$ cat src/sv/pfd_pkg.sv
// ----------------------------------------------------------------------------
// pfd_pkg: shared types and constants for the PCM sample FIFO to DAC block
// Payload structs, operation codes, register map and ring geometry.
// ----------------------------------------------------------------------------
package pfd_pkg;

	// ring geometry
	localparam int RING_DEPTH = 1024;
	localparam int ADDR_W     = $clog2(RING_DEPTH);
	localparam int CNT_W      = ADDR_W + 1;     // counts modulo 2*depth
	localparam int FILL_W     = 11;             // width of the reported level

	// operation codes
	localparam logic OP_PUSH = 1'b0;
	localparam logic OP_POP  = 1'b1;

	// register map (word index)
	localparam logic REG_STEREO  = 1'b0;
	localparam logic REG_DAC_MAX = 1'b1;
	localparam int   PADDR_W     = 3;

	localparam logic [15:0] DAC_MAX_RST = 16'd4095;

	typedef struct packed {
		logic               operation;
		logic signed [15:0] sample;
		logic               channel;
	} pfd_in_t;

	typedef struct packed {
		logic              accepted;
		logic [15:0]       dac_code;
		logic [FILL_W-1:0] fill_level;
	} pfd_out_t;

	// status that rides along with a sample through the converter
	typedef struct packed {
		logic              pop_ok;
		logic              accepted;
		logic [FILL_W-1:0] fill;
	} pfd_ctl_t;

endpackage

$ cat src/sv/pfd_dac_conv.sv
// ----------------------------------------------------------------------------
// pfd_dac_conv: signed PCM sample to unsigned DAC code
// Two stages: multiply by the midpoint, then scale, offset and clamp.
// ----------------------------------------------------------------------------
module pfd_dac_conv (
	input  logic                clk,
	input  logic                arst_n,
	input  logic                valid_s1,
	input  pfd_pkg::pfd_ctl_t   ctl_s1,
	input  logic signed [15:0]  sample_s1,
	input  logic [15:0]         dac_max,
	output logic                done,
	output pfd_pkg::pfd_out_t   result
);

	logic signed [15:0] mid;
	logic signed [31:0] prod_s2;
	pfd_pkg::pfd_ctl_t  ctl_s2;
	logic               valid_s2;

	logic signed [31:0] prod_bias;
	logic signed [31:0] quot;
	logic signed [17:0] code_raw;
	logic [15:0]        code;

	logic               done_q;
	pfd_pkg::pfd_out_t  result_q;

	assign mid = $signed({1'b0, dac_max[15:1]});

	// stage 2: product
	always_ff @(posedge clk or negedge arst_n) begin
		if (!arst_n) begin
			valid_s2 <= 1'b0;
		end else begin
			valid_s2 <= valid_s1;
		end
	end

	always_ff @(posedge clk) begin
		prod_s2 <= 32'(sample_s1) * 32'(mid);
		ctl_s2  <= ctl_s1;
	end

	// divide by 32768 toward zero: bias negatives before the shift
	always_comb begin
		prod_bias = prod_s2 + (prod_s2[31] ? 32'sd32767 : 32'sd0);
		quot      = prod_bias >>> 15;
		code_raw  = 18'($signed({1'b0, mid})) + quot[17:0];
		if (code_raw < 18'sd0) begin
			code = 16'd0;
		end else if (code_raw > $signed({2'b00, dac_max})) begin
			code = dac_max;
		end else begin
			code = code_raw[15:0];
		end
	end

	always_ff @(posedge clk or negedge arst_n) begin
		if (!arst_n) begin
			done_q <= 1'b0;
		end else begin
			done_q <= valid_s2;
		end
	end

	always_ff @(posedge clk) begin
		result_q.accepted   <= ctl_s2.accepted;
		result_q.dac_code   <= ctl_s2.pop_ok ? code : 16'd0;
		result_q.fill_level <= ctl_s2.fill;
	end

	assign done   = done_q;
	assign result = result_q;

endmodule

$ cat config.mk
export PLATFORM = sky130hd
export DESIGN_NAME = pfd_dac_conv
export DESIGN_NICKNAME = d
export VERILOG_FILES = /design/src/sv/pfd_pkg.sv /design/src/sv/pfd_dac_conv.sv
export SDC_FILE = /design/constraint.sdc
export NUM_CORES = 1
export LEC_CHECK = 0
export BUFFER_PORTS_ARGS = -buffer_cell sky130_fd_sc_hd__buf_2
export CORE_AREA = 2 2 104 207
export CTS_CLUSTER_DIAMETER = 150
export DETAILED_ROUTE_END_ITERATION = 10
export DIE_AREA = 0 0 106 209
export GPL_TIMING_DRIVEN = 0
export HOLD_SLACK_MARGIN = 0.06
export PLACE_DENSITY = 0.86
export SLEW_MARGIN = 10
export SYNTH_ARGS = -nofsm -noshare
export SYNTH_HDL_FRONTEND = slang
export SYNTH_SLANG_ARGS = --single-unit
$ cat constraint.sdc
create_clock -name clk -period 15 [get_ports clk]
set_input_delay 2.25 -clock clk [delete_from_list [all_inputs] [get_ports clk]]
set_output_delay 2.25 -clock clk [all_outputs]
set_load 0.05 [all_outputs]
After elaboration in Yosys (flattened, before gate mapping)
Cells that the tools add are included.

cells by class
  reductions and logical operators = 1
  add/subtract/negate cells = 2
  bitwise logic cells = 1
  multiply operators = 1
  $lt $le $gt $ge = 2
  multiplexer cells = 2

operators by type and width
  kind                                                          count
  adder 32 x 16 -> 32 bit                                       1
  multiplier 16 x 16 -> 32 bit                                  1
  adder 16 x 17 -> 18 bit                                       1
  greater-than comparator 18 x 17 -> 1 bit                      1
  less-than comparator 18 x 1 -> 1 bit (second input constant)  1
  two-way mux 16 bit                                            1
  two-way mux 15 bit                                            1
  OR reduction 2 bit                                            1
  NOT 1 bit                                                     1

storage, ports and cells
  bits of input ports = 48
  word-level logic and storage cells = 18
  output and inout port bits = 29
  bits in registers = 75

Depth between registers and ports, before layout
  word-level depth = 5
  mapped depth = 26
  depth with buffers taken out = 25

Least setup slack after synthesis
Ideal clock, no wire load.

  path kind = input port to flip-flop
  from = in dac_max[5]
  to = reg prod_s2[27]
  setup time = 0.072 ns
  required time = 14.928 ns
  buffers on the path = 2
  slack = 7.044 ns
  data arrival time = 7.884 ns
  stages on the path = 24
  cells stage by stage = clkbuf_1 > clkbuf_1 > nand2_1 > fa_1 > inv_1 > fa_1 > inv_1 > fa_1 > fa_1 > inv_1 > fa_1 > inv_1 > fa_1 > inv_1 > ha_1 > a21o_1 > a21o_1 > a21o_1 > a31oi_2 > o31ai_1 > a2111oi_1 > o31ai_1 > a21oi_1 > xnor2_1

on the way
  word-level cells in the longest chain between the ends = 1

ends and longest elaborated chain
  element                       RTL line            RTL
  from (decl)                   pfd_dac_conv.sv:11  input logic [15:0] dac_max,
  multiplier 16 x 16 -> 32 bit  pfd_dac_conv.sv:41  prod_s2 <= 32'(sample_s1) * 32'(mid);
  to (signal assigned)          pfd_dac_conv.sv:41
  to (decl)                     pfd_dac_conv.sv:17  logic signed [31:0] prod_s2;

Every way passes these cells.
A chain may end at the register's enable or synchronous reset.

Worst setup path in the final report
Ends and elaborated chain as after synthesis.

==> key figures <==
Drt
  – DR iter-0 viols: 573
  – Drt wl/cell: 18.5 µm
  – Antenna Violating Nets Remaining: 0
  – Vias per cell: 5.63
  – Drc violations: 0
  – Total number of vias: 9968
  – Final WL: 32800 µm
  – Number of iterations in the first detailed-routing pass: 6

Die
  – Die Ht: 209 µm
  – Initial Utilization: 62.8%
  – Core box area: 20700 µm²
  – Die Wd: 106 µm
  – # rows: 75
  – IO Count: 77
  – Die area: 22200 µm²

Clock network
  – Post-CTS resize count: 0
  – Clk sink count: 75
  – Total CTS buffers: 9
  – Clock Root Buffer: clkbuf_16
  – Hold-fix buffers at CTS: 0
  – Total setup buffers inserted after CTS: 0
  – Worst skew pair latency: 350 ps
  – CTS Buffer Depth: 2
  – H-tree depth: 3
  – TritonCTS clock tree: built
  – CTS clk-pin slew, worst paths: 60 ps

GRT
  – GRT Overall Usage: 31.2%
  – GRT overflow: 0
  – Global-route wire length before repair: 53400 µm
  – Initial antenna violation count: 1
  – Largest net degree at the start of global routing: 18
  – Vias in the first global route: 10821

Synthesis
  – Post-Synth XOR/XNOR Area: 4.10%
  – Area fraction of the dominant cell type after synthesis: 38.0%
  – Cell taking the most area after synthesis: fa_1
  – Syn Nets: 1831
  – Number of flops mapped to enable cells by yosys: 0
  – Compound-Gate Fraction of Synth Area: 6.95%
  – Largest family of logic cells by synthesized area: adder cells
  – Synth Area in Adders: 50.4%
  – Ys async rst share: 2.67%
  – Seq/Total Area, Yosys: 11.6%
  – Top post-synthesis cells by area: fa_1, ha_1, dfxtp_1
  – Cell Area, Synth: 13000 µm²
  – Synth Instances: 1409
  – Synth Warn #: 0
  – Synth Area in Simple Gates: 15.3%
  – Portion of netlist area occupied by mux cells: 1.27%
  – Yosys reg bits: 75
  – Ys flop type: dfxtp_1
  – Syn Area/Cell: 9.25 µm²
  – Synth cell types: 63

Setup path
  – CP Data Arrival Time: 9340 ps
  – Reg2reg start: prod_s2[31]$_DFF_P_
  – Critical Path Source Type: input pin
  – Critical path origin: dac_max[5]
  – Most frequent CP cell: fa_1
  – WP data required: 15280 ps
  – Crit-path max FO: 10
  – Crit end category: flop
  – Worst path slowest cell: clkbuf_1
  – Critical path, cell by cell: buf_2, clkbuf_1, clkbuf_1, nand2_1, fa_1, fa_1, fa_1, inv_1, fa_1, inv_1, fa_1, fa_1, inv_1, ha_1, a21o_1, a21o_1, a21o_1, a31oi_2, o31ai_1, a2111oi_1, o31ai_1, a21oi_1, xnor2_1
  – Slowest stage delay, CP: 640 ps
  – Path type of the worst setup path: input pin to flop

Layout
  – Proportion of layout cells with a drive suffix above 1: 7.40%
  – Fill cells: 1562
  – Area Growth Syn to Fin: 7.75%
  – Final #Nets: 1918

Timing
  – Worst-Margin Slew: 825 ps
  – Slew Limit Fails: 0
  – Final hold viol count: 0
  – Max Clk Rate: 110 MHz
  – Min Hold Slack: 327 ps
  – Final period utilization: 60.4%
  – Clock skew: 9.92 ps
  – Final setup TNS: 0 ps
  – # setup viols final: 0
  – Min cycle time layout: 9060 ps
  – Max-slew headroom: 45.0%
  – RSZ-0062 raised after global routing: no

Min path
  – Hold WC Path Type: flop to flop
  – Min-delay src: ctl_s2[11]$_DFF_P_

Placed design
  – Gp weighted congestion: 1.00
  – IO buf count: 76
  – Hpwl dp: 26600 µm

Job
  – Max Cap Viol: 0

Status
  – Status: finished, final reports clean
==> critical path: cells and delay by family <==
kind / cells / cell delay [ps]
compound gates: 8 / 2010
xor+xnor: 1 / 130
fa+ha+maj: 7 / 3360
buf+inv: 6 / 1390
simple gates: 1 / 180
==> placed cells by master, fill, tap and decap left out, types with 3 or more instances in the layout <==
cell / instances
clkbuf_16: 9
nor3_1: 10
a211oi_1: 5
o21ai_1: 8
a21o_1: 24
o21a_1: 5
clkbuf_1: 39
xor2_1: 13
mux2i_1: 15
xnor2_1: 48
fa_1: 247
nand3_1: 15
inv_1: 313
inv_6: 3
a31oi_1: 3
buf_2: 77
nor2b_1: 5
o21bai_1: 6
and2_1: 145
nor2_1: 31
o31ai_1: 3
nand4_1: 5
a21oi_1: 42
nand2b_1: 4
dfxtp_1: 73
o21ai_0: 16
or3_1: 7
nand2_1: 154
ha_1: 127
==> routing by layer <==
metal  part of all wire [%]  vias to the layer above  GRT usage [%]
met3                    8.2                      128           5.21
li1                       -                     4456              -
met2                     50                      507           54.1
met1                     36                     4877           36.2
met4                    6.0                        0           17.7
met5                      0                        -              0
==> synthesized netlist by cell type, types with 2 or more instances <==
library cell / instances
nor3_1: 10
or2_2: 2
fa_1: 247
xnor2_1: 48
xor2_1: 13
a31oi_1: 3
o2111ai_1: 2
o41ai_1: 2
dfrtp_1: 2
o21ai_1: 8
o21ai_0: 16
nand2b_1: 4
clkbuf_1: 39
inv_1: 313
nand2_1: 154
nor2b_1: 5
a21o_1: 24
dfxtp_1: 73
or3_1: 7
a21oi_1: 42
and2_1: 145
o21a_1: 5
ha_1: 127
and3_1: 2
o31ai_1: 3
mux2i_1: 15
nor2_1: 31
maj3_1: 2
a31oi_2: 2
and4_1: 2
o21bai_1: 6
a211oi_1: 5
nand4_1: 5
a21boi_0: 2
nand3_1: 15
==> worst paths after layout <==
kind                       cells past startpoint               endpoint  slack, ps
min reg2reg                                    0     result[27]$_DFF_P_        330
max in group asynchronous                      1         done$_DFF_PN0_      13230
min                                            0     result[27]$_DFF_P_        330
max reg2reg                                   25  result[21]$_SDFF_PP0_       7890
max                                           23    prod_s2[27]$_DFF_P_       5940
min in group asynchronous                      1     valid_s2$_DFF_PN0_       1670
==> stage by stage <==
| stage | setup WS (ps) | std cells | utilization [%] | cell area (µm²) |
|---|---|---|---|---|
| after floorplan | 7040 | 1409 | - | 13000 |
| after global placement | 5830 | 1754 | 66.3 | 13700 |
| after detailed placement | 5720 | 1754 | 66.3 | 13700 |
| after CTS | 6090 | 1770 | 67.7 | 14000 |
| after global routing | 5680 | 1771 | 67.7 | 14000 |
| final | 5940 | 1771 | 67.7 | 14000 |
==> area by class of cell <==
| type | count | area [µm²] | area share, % |
|---|---|---|---|
| diodes | 1 | 2.50 | 0.0178 |
| plain buffers | 42 | 175 | 1.25 |
| clock buffers | 9 | 225 | 1.60 |
| clock inverters | 7 | 65.1 | 0.463 |
| inverters | 313 | 1170 | 8.37 |
| multi-input cells | 979 | 10200 | 72.4 |
| flip-flops and latches | 75 | 1510 | 10.8 |
| well taps | 269 | 337 | 2.40 |
| repair buffers | 76 | 380 | 2.71 |
==> flip-flops by register name, summed over array words and instances (netlist names) <==
name,flops
ctl_s2,13
done,1
prod_s2,32
result,28
valid_s2,1
==> cell families after synthesis <==
family,count (synthesis)
xor+xnor,61
fa+ha+maj,377
compound gates,135
buf+inv,355
mux,16
simple gates,390
flops,75
Power is not shown: default switching activity piles up to over one toggle a cycle in this logic, so the estimate is an artifact.
